## src/hdl/gbc_pkg.sv

```systemverilog
// Shared constants and types for the gyroscope bias calibration core.
package gbc_pkg;

  localparam int SAMPLE_COUNT = 256;
  localparam int SAMPLE_W     = 16;
  localparam int RATE_W       = 21;
  localparam int CFG_W        = 16;
  localparam int CFG_IDX_W    = 2;
  localparam int CNT_W        = 16;
  localparam int LIMIT_W      = 15;
  localparam int MEAN_SHIFT   = $clog2(SAMPLE_COUNT);
  localparam int SUM_W        = SAMPLE_W + MEAN_SHIFT;
  localparam int THR_W        = SAMPLE_W + $clog2(SAMPLE_COUNT + 1);
  localparam int PROD_W       = 23;
  localparam int RATE_MUL     = 35;

  localparam logic [CFG_IDX_W-1:0] REG_DISCARD = 2'd0;
  localparam logic [CFG_IDX_W-1:0] REG_SPREAD  = 2'd1;
  localparam logic [CFG_IDX_W-1:0] REG_BIAS    = 2'd2;

  typedef struct packed {
    logic clr;
    logic acc;
    logic load;
  } lane_ctl_t;

  typedef struct packed {
    logic spread_bad;
    logic mean_bad;
  } lane_sts_t;

endpackage

```

## src/hdl/gbc_lane.sv

```systemverilog
// One axis lane: rate correction, run statistics and the bias update.
module gbc_lane import gbc_pkg::*; (
  input  logic                       clk,
  input  logic                       rst_n,
  input  logic signed [SAMPLE_W-1:0] sample,
  input  lane_ctl_t                  ctl,
  input  logic        [CFG_W-1:0]    spread_limit,
  input  logic        [LIMIT_W-1:0]  bias_limit,
  output logic signed [RATE_W-1:0]   rate,
  output lane_sts_t                  sts
);

  logic signed [SUM_W-1:0]    sum_r;
  logic signed [SAMPLE_W-1:0] min_r;
  logic signed [SAMPLE_W-1:0] max_r;
  logic signed [SAMPLE_W-1:0] bias_r;

  logic signed [SUM_W-1:0]    sum_nxt;
  logic signed [SAMPLE_W-1:0] min_nxt;
  logic signed [SAMPLE_W-1:0] max_nxt;
  logic        [SUM_W-1:0]    mag_new;
  logic        [SAMPLE_W-1:0] mean_mag;
  logic        [THR_W-1:0]    mean_thr;
  logic signed [SAMPLE_W:0]   spread;
  logic signed [SAMPLE_W:0]   diff;
  logic signed [PROD_W-1:0]   prod;
  logic signed [PROD_W-1:0]   adj;

  // Correction: (sample - bias) * 35 / 4, rounded toward zero.
  always_comb begin
    diff = {sample[SAMPLE_W-1], sample} - {bias_r[SAMPLE_W-1], bias_r};
    prod = PROD_W'(diff) * PROD_W'(RATE_MUL);
    adj  = prod + (prod[PROD_W-1] ? PROD_W'(3) : PROD_W'(0));
    rate = adj[PROD_W-1:2];
  end

  // Statistics including the current sample, used for the end-of-run checks.
  always_comb begin
    sum_nxt  = sum_r + SUM_W'(sample);
    min_nxt  = (sample < min_r) ? sample : min_r;
    max_nxt  = (sample > max_r) ? sample : max_r;
    mag_new  = sum_nxt[SUM_W-1] ? SUM_W'(-sum_nxt) : SUM_W'(sum_nxt);
    mean_mag = SAMPLE_W'(mag_new >> MEAN_SHIFT);
    mean_thr = THR_W'({1'b0, bias_limit} + 16'd1) * THR_W'(SAMPLE_COUNT);
    spread   = {max_nxt[SAMPLE_W-1], max_nxt} - {min_nxt[SAMPLE_W-1], min_nxt};
    sts.spread_bad = spread > $signed({1'b0, spread_limit});
    sts.mean_bad   = THR_W'(mag_new) >= mean_thr;
  end

  // The mean is the magnitude shifted down by log2 of the sample count, sign restored.
  always_ff @(posedge clk) begin
    if (!rst_n) begin
      bias_r <= '0;
    end else if (ctl.load) begin
      bias_r <= sum_nxt[SUM_W-1] ? -$signed(mean_mag) : $signed(mean_mag);
    end
  end

  always_ff @(posedge clk) begin
    if (ctl.clr) begin
      sum_r <= '0;
      min_r <= {1'b0, {(SAMPLE_W-1){1'b1}}};
      max_r <= {1'b1, {(SAMPLE_W-1){1'b0}}};
    end else if (ctl.acc) begin
      sum_r <= sum_nxt;
      min_r <= min_nxt;
      max_r <= max_nxt;
    end
  end

endmodule

```

## src/hdl/gyro_bias_calibrate_and_correct_core.sv

```systemverilog
// Top level: run control, merge of the three axis lanes and result register.
//
// Usage. An input beat is taken on a rising edge with start high and busy low.
// in_kind 0 carries a three-axis rate sample, in_kind 1 starts a calibration
// run (sample fields ignored). Every beat produces exactly one result beat in the
// next cycle, marked by out_valid for a single cycle; the receiver cannot
// stall, so results are never held back.
// A run skips discard_count samples, then accumulates SAMPLE_COUNT samples per
// axis. The beat that ends the run reports cal_done and cal_ok; on an accepted
// run each lane loads its new bias at that same edge, so it applies from the
// next beat. Busy is always low and one beat per cycle is accepted.
// Configuration writes through cfg_we, cfg_index and cfg_data take effect at
// once; writes to an unused index are ignored.
// Synchronous reset restores the register defaults (64, 100, 1000), clears
// the bias and its valid mark and returns the run control to idle.
module gyro_bias_calibrate_and_correct_core import gbc_pkg::*; (
  input  logic                       clk,
  input  logic                       rst_n,
  input  logic                       start,
  output logic                       busy,
  input  logic                       in_kind,
  input  logic signed [SAMPLE_W-1:0] in_x_sample,
  input  logic signed [SAMPLE_W-1:0] in_y_sample,
  input  logic signed [SAMPLE_W-1:0] in_z_sample,
  output logic                       out_valid,
  output logic signed [RATE_W-1:0]   out_x_rate,
  output logic signed [RATE_W-1:0]   out_y_rate,
  output logic signed [RATE_W-1:0]   out_z_rate,
  output logic                       out_calibrating,
  output logic                       out_cal_done,
  output logic                       out_cal_ok,
  output logic                       out_bias_ok,
  input  logic                       cfg_we,
  input  logic [CFG_IDX_W-1:0]       cfg_index,
  input  logic [CFG_W-1:0]           cfg_data
);

  typedef enum logic [1:0] {PH_IDLE, PH_DISCARD, PH_ACCUM} phase_t;

  phase_t              phase_r, phase_nxt;
  logic [CNT_W-1:0]    cnt_r, cnt_nxt;
  logic                valid_r, valid_nxt;
  logic [CFG_W-1:0]    discard_r;
  logic [CFG_W-1:0]    spread_r;
  logic [LIMIT_W-1:0]  limit_r;

  logic                accept;
  logic                final_beat;
  logic                run_ok;
  logic [CNT_W-1:0]    acc_cnt;
  lane_ctl_t           ctl;
  lane_sts_t           sts_x, sts_y, sts_z;
  logic signed [RATE_W-1:0] rate_x, rate_y, rate_z;

  logic                      out_valid_r;
  logic signed [RATE_W-1:0]  out_x_r, out_y_r, out_z_r;
  logic                      out_cal_r, out_done_r, out_ok_r, out_bias_ok_r;

  assign busy   = 1'b0;
  assign accept = start && !busy;

  gbc_lane u_lane_x (
    .clk(clk), .rst_n(rst_n), .sample(in_x_sample), .ctl(ctl),
    .spread_limit(spread_r), .bias_limit(limit_r), .rate(rate_x), .sts(sts_x)
  );
  gbc_lane u_lane_y (
    .clk(clk), .rst_n(rst_n), .sample(in_y_sample), .ctl(ctl),
    .spread_limit(spread_r), .bias_limit(limit_r), .rate(rate_y), .sts(sts_y)
  );
  gbc_lane u_lane_z (
    .clk(clk), .rst_n(rst_n), .sample(in_z_sample), .ctl(ctl),
    .spread_limit(spread_r), .bias_limit(limit_r), .rate(rate_z), .sts(sts_z)
  );

  always_comb begin
    phase_nxt   = phase_r;
    cnt_nxt     = cnt_r;
    valid_nxt   = valid_r;
    final_beat  = 1'b0;
    acc_cnt     = '0;
    ctl         = '0;
    run_ok      = !(sts_x.spread_bad || sts_x.mean_bad || sts_y.spread_bad ||
                    sts_y.mean_bad || sts_z.spread_bad || sts_z.mean_bad);
    if (accept) begin
      if (in_kind) begin
        phase_nxt = PH_DISCARD;
        cnt_nxt   = '0;
        valid_nxt = 1'b0;
        ctl.clr   = 1'b1;
      end else begin
        if (phase_r == PH_DISCARD) begin
          if (cnt_r >= discard_r) begin
            phase_nxt = PH_ACCUM;
            cnt_nxt   = '0;
          end else begin
            cnt_nxt = cnt_r + 1'b1;
          end
        end
        if (phase_nxt == PH_ACCUM) begin
          ctl.acc = 1'b1;
          acc_cnt = cnt_nxt + 1'b1;
          cnt_nxt = acc_cnt;
          if (acc_cnt >= CNT_W'(SAMPLE_COUNT)) begin
            final_beat = 1'b1;
            phase_nxt  = PH_IDLE;
            cnt_nxt    = '0;
            if (run_ok) begin
              valid_nxt = 1'b1;
              ctl.load  = 1'b1;
            end
          end
        end
      end
    end
  end

  always_ff @(posedge clk) begin
    if (!rst_n) begin
      phase_r       <= PH_IDLE;
      cnt_r         <= '0;
      valid_r       <= 1'b0;
      discard_r     <= CFG_W'(64);
      spread_r      <= CFG_W'(100);
      limit_r       <= LIMIT_W'(1000);
      out_valid_r   <= 1'b0;
      out_cal_r     <= 1'b0;
      out_done_r    <= 1'b0;
      out_ok_r      <= 1'b0;
      out_bias_ok_r <= 1'b0;
    end else begin
      phase_r     <= phase_nxt;
      cnt_r       <= cnt_nxt;
      valid_r     <= valid_nxt;
      out_valid_r <= accept;
      if (accept) begin
        out_cal_r     <= phase_nxt != PH_IDLE;
        out_done_r    <= final_beat;
        out_ok_r      <= final_beat && run_ok;
        out_bias_ok_r <= valid_nxt;
      end
      if (cfg_we) begin
        case (cfg_index)
          REG_DISCARD: discard_r <= cfg_data;
          REG_SPREAD:  spread_r  <= cfg_data;
          REG_BIAS:    limit_r   <= cfg_data[LIMIT_W-1:0];
          default:     ;
        endcase
      end
    end
  end

  always_ff @(posedge clk) begin
    if (accept) begin
      out_x_r <= in_kind ? '0 : rate_x;
      out_y_r <= in_kind ? '0 : rate_y;
      out_z_r <= in_kind ? '0 : rate_z;
    end
  end

  assign out_valid       = out_valid_r;
  assign out_x_rate      = out_x_r;
  assign out_y_rate      = out_y_r;
  assign out_z_rate      = out_z_r;
  assign out_calibrating = out_cal_r;
  assign out_cal_done    = out_done_r;
  assign out_cal_ok      = out_ok_r;
  assign out_bias_ok     = out_bias_ok_r;

endmodule
```

## config.mk

```make
export PLATFORM = sky130hd
export DESIGN_NAME = gyro_bias_calibrate_and_correct_core
export DESIGN_NICKNAME = d
export VERILOG_FILES = /design/src/hdl/gbc_pkg.sv /design/src/hdl/gbc_lane.sv /design/src/hdl/gyro_bias_calibrate_and_correct_core.sv
export SDC_FILE = /design/constraint.sdc
export NUM_CORES = 2
export LEC_CHECK = 0
export ABC_AREA = 0
export BUFFER_PORTS_ARGS = -buffer_cell sky130_fd_sc_hd__buf_2
export CAP_MARGIN = 20
export CORE_MARGIN = 2
export CORE_UTILIZATION = 54
export CTS_CLUSTER_DIAMETER = 100
export DETAILED_ROUTE_END_ITERATION = 8
export HOLD_SLACK_MARGIN = 0.15
export PLACE_DENSITY_LB_ADDON = 0.25
export SLEW_MARGIN = 20
export SYNTH_ARGS = -nofsm -noshare
export SYNTH_HDL_FRONTEND = slang
export SYNTH_HIERARCHICAL = 1
export SYNTH_SLANG_ARGS = --single-unit
export TNS_END_PERCENT = 1
```

## constraint.sdc

```tcl
create_clock -name clk -period 7.69 [get_ports clk]
set_input_delay 0.769 -clock clk [delete_from_list [all_inputs] [get_ports clk]]
set_output_delay 0.769 -clock clk [all_outputs]
set_load 0.01 [all_outputs]
```

== After elaboration in Yosys (flattened, before gate mapping) ==
Index checks and enable logic that the tools add are counted.
Cells by class
  equality and inequality tests: 4
  multiplexer cells: 45
  magnitude comparators: 14
  reductions and logical operators: 12
  multipliers: 3
  $add $sub $neg: 21
Operator list (count)
  $mux W16: 16
  $sub A16 B16 Y17: 6
  $ge A24 B25 Y1: 3
  $add A24 B16 Y24: 3
  $mux W24: 3
  $neg A24 Y24: 3
  $add A23 B23 Y23: 3
  $mul A17 B7 Y23 const B: 3
  $gt A17 B17 Y1: 3
  $gt A16 B16 Y1: 3
  $lt A16 B16 Y1: 3
  $neg A16 Y16: 3
  $add A16 B1 Y16 const B: 2
  $mux W2: 13
  $add A15 B1 Y16 const B: 1
  $ge A16 B16 Y1: 1
  $ge A16 B9 Y1 const B: 1
  $mux W1: 12
  $reduce_and A2 Y1: 3
  $logic_or A1 B1 Y1: 5
  $eq A2 B1 Y1 const B: 2
  $eq A2 B2 Y1 const B: 2
  $mux W3: 1
  $logic_not A2 Y1: 1
  3 further kinds: 3
Storage, ports and cells
  logic and storage cells: 125
  register bits: 350
  bits of input ports: 71

== Longest topological paths before layout ==
  word-level depth: 14
  mapped depth: 39
  gate-level depth less buffers: 36

== By module ==
Netlist, hierarchy kept.
By module, submodules not included
  gbc_lane (u_lane_x): area an instance 10750.3 um2, instances 1, cells an instance 1424
  gbc_lane (u_lane_z): area an instance 10746.6 um2, instances 1, cells an instance 1417
  gbc_lane (u_lane_y): area an instance 10685.2 um2, instances 1, cells an instance 1434
  gyro_bias_calibrate_and_correct_core: area an instance 6457.4 um2, instances 1, cells an instance 664

== Worst setup path after synthesis ==
Ideal clock, no wire load.
  path kind: input to register
  start point: input in_z_sample[5]
  end point: register u_lane_y.bias_r[15]
  library setup time: 0.071 ns
  data required time: 7.619 ns
  buffers on the path: 4
  path slack: -0.760 ns
  arrival: 8.379 ns
  cell stages on the path: 37
  cells stage by stage: ha_1 a211oi_1 nand2_1 o311ai_0 o211ai_1 mux2_2 clkbuf_1 clkbuf_1 nor2_1 a21oi_1 ha_1 inv_1 fa_1 a21oi_1 o21ai_0 a21oi_1 o21bai_1 a21o_1 a21o_1 a21o_1 a21o_1 a21oi_1 o21ai_0 a31oi_1 xnor2_1 ha_1 nand2_1 nor3_1 o41ai_1 nor2_1 or4_1 or4_1 nor3_1 clkbuf_1 clkbuf_1 o311ai_0 a21oi_1
RTL lines
  start, declared: line gyro_bias_calibrate_and_correct_core.sv:24  | input logic signed [SAMPLE_W-1:0] in_z_sample,
  end signal, assigned: line gbc_lane.sv:55  | bias_r <= sum_nxt[SUM_W-1] ? -$signed(mean_mag) : $signed(mean_mag);
  end, declared: line gbc_lane.sv:16  | logic signed [SAMPLE_W-1:0] bias_r;

==> qor.yml <==
clock_power_share_pct: 25.4
hpwlAfterDp_microns: 83900
placed_cell_area_sq_um: 42300
critPathLaunchType: "flip-flop"
ir_worst_vdd_mv: 0.195
start_util_pct: 54.3
powerDensity_nw_per_um2: 212
min_path_type: "in2reg"
tns_ns: 0
rsz0062_at_grt: "yes"
gp_congestion: 0.946
clock_sinks: 350
wire_per_inst_microns: 17.1
critical_path.max_stage_delay_ns: 0.57
power_frac_comb_pct: 52.1
max_slew_margin_pct: 27.0
h-tree-depth: 2
layout_commonest_cell: "inv_1"
die-area_sq_um: 73700
maxCapViolCount: 0
netlist_area_sq_um: 38600
outcome: "finished clean"
grt_pass1_vias: 33600
area_delta_synth_final_pct: 14.7
drt-pass1-iter-count: 6
netSwitchingFraction_pct: 38.8
multi_input_area_sq_um: 28600
fmax_mhz: 136
cp_slowest_cell: "or4_4"
grt_pass1_wl_microns: 172000
ys_seq_area_share_pct: 19.8
nNetsFinal: 5965
die_w_microns: 271
tightest_slew_ns: 1.10
antenna_found_initial: 18
syn_avg_cell_area_sq_um: 7.82
crit_type: "reg2reg"
skew_ns: 0.0234
synthFlopType: "dfxtp_1"
cts_tree: "yes"
postRouteAntennaNets: 0
worstPathMaxFanout: 7
yosysWarnings: 6
utilization_pct: 62.3
synth_edf_count: 63
final_cell_mix: "inv_1, ha_1, nand2_1"
port_buffers: 138
p_seq_share_pct: 22.6
hold_ws_ns: 0.444
seq_area_sq_um: 7650
wirelength_microns: 107000
clock_path_buffers: 3
cp.arrival_ns: 7.85
drive_above_1_share_pct: 13.2
drc_errors: 0
stdcell_area_sq_um: 44300
ios: 140
drtIter0Drc: 2743
grt_use_total_pct: 28.1
final_hold_viol_count: 0
vias: 36300
fin_crit_ns: 7.35
grt_max_degree: 82
num_rows: 98
endpoint_kind: "flip-flop"
required_ns: 8.18
p_leak_nw: 20.0
cp_common_cell: "a21oi_2"
synth.distinct_cells: 116
slew_violations: 0
clkLatencyLatePin_ns: 0.60
vias_per_cell: 5.77
synthArstFlopShare_pct: 0
path_clk_slew_ns: 0.06
cts_buffers: 46
synth_seq_cells: 350
syn_nets: 5619
root_buffer: "clkbuf_16"
power_switching_mw: 3.64
netlist_instances: 4939
p_int_mw: 5.74
postCtsHoldBufs: 0
grt-ovfl-total: 0
setup_violations: 0
fillers: 6329
coreArea_sq_um: 71100
finalCritPeriodShare_pct: 95.6
die_h_microns: 271
==> final timing paths <==
kind / start / end / slack [ns] / cells past startpoint
setup / recovery: u_lane_y/min_r[2] / u_lane_z/bias_r[11] / 0.34 / 35
hold / removal: cfg_data[5] / limit_r[5] / 0.44 / 3
setup reg to reg: u_lane_y/min_r[2] / u_lane_z/bias_r[11] / 0.34 / 35
hold reg to reg: discard_r[5] / discard_r[5] / 0.47 / 2
==> worst max-delay path: cells and delay by family, from the launching register on <==
| family | cells | cell delay [ns] |
|---|---|---|
| and+or+nand+nor | 11 | 3.02 |
| muxes | 1 | 0.25 |
| adders and majority gates | 4 | 1.10 |
| buffers and inverters | 3 | 0.31 |
| DFF | 1 | 0.33 |
| AOI/OAI and AO/OA | 16 | 2.26 |
==> metrics by stage <==
step / total power, mW / setup slack, ns / instances
global placement: 6.85 / -0.306 / 6183
CTS: 9.37 / 0.0151 / 6267
global route: 10.1 / -0.0861 / 6275
floorplan: 5.59 / -0.0724 / 4939
detailed placement: 6.95 / -0.513 / 6183
finish: 9.38 / 0.335 / 6281
==> power groups by stage <==
stage,clock network [mW],logic [mW],registers (mW)
after floorplan,0,3.39,2.20
after global placement,0,4.70,2.15
after detailed placement,0,4.80,2.16
after CTS,2.42,4.83,2.12
after global routing,2.49,5.48,2.13
final,2.38,4.88,2.12
==> sequential cells by signal, indices dropped and copies added (netlist names), 16 cells and up <==
register and cells:
u_lane_x/bias_r 16, cnt_r 16, spread_r 16, u_lane_y/bias_r 16, u_lane_y/max_r 16, u_lane_x/min_r 16
u_lane_z/min_r 16, u_lane_x/sum_r 24, out_z_rate 21, discard_r 16, u_lane_z/bias_r 16, u_lane_z/sum_r 24
u_lane_y/min_r 16, u_lane_z/max_r 16, u_lane_y/sum_r 24, out_y_rate 21, out_x_rate 21, u_lane_x/max_r 16
==> metal layers <==
layer  global-route usage, %  part of all wire [%]
met4                    7.52                   2.6
met3                    3.18                   6.3
met5                       0                 0.035
met2                    46.7                    45
met1                    38.7                    46
==> cell families (layout without fill, tap and decap cells) <==
family	after synthesis	after routing	share of synthesized area (%)
other	1	11	0.00971
XOR/XNOR	341	341	7.81
adder cells (fa/ha/maj)	609	609	20.9
AND/OR/NAND/NOR	1630	1630	20.8
AO/OA/AOI/OAI	1155	1155	19.9
multiplexers	141	141	3.76
buffers and inverters	712	1094	7.05
flip-flops	350	350	19.8
==> layout make-up <==
cell class                      count  area share (%)
Antenna cell                       10          0.0565
Clock buffer                       60            3.02
Clock inverter                     24           0.723
Inverter                          554            4.70
Multi-Input combinational cell   3877            64.5
Sequential cell                   350            17.3
Tap cell                          950            2.68
Timing Repair Buffer              456            7.10
==> Yosys cell counts (all sizes together) (41+ instances only) <==
master | count | share of area [%]
nand2b | 54 | 0.87
a21o | 99 | 1.9
a21oi | 259 | 3.4
nand2 | 471 | 4.6
inv | 552 | 5.4
nand4 | 72 | 1.2
o21ai | 275 | 3.6
fa | 60 | 3.1
nor3 | 92 | 1.2
dfxtp | 287 | 15
a21boi | 66 | 1.3
clkbuf | 131 | 1.3
edfxtp | 63 | 4.9
or3 | 41 | 0.68
nor2 | 429 | 4.2
ha | 549 | 18
xor2 | 138 | 3.2
mux2i | 112 | 2.9
xnor2 | 203 | 4.6
nor2b | 114 | 1.8
nand3 | 121 | 1.6
a211oi | 89 | 1.8
o21a | 81 | 1.6
==> repair_timing <==
item                                    4_1_cts  5_1_grt
endpoints found under the setup margin       25       79
resized for setup                             3       82
pin swaps                                     0       20
endpoints found under the hold margin         0        0
buffers inserted                              0        4
(Power assumes the default switching activity.)
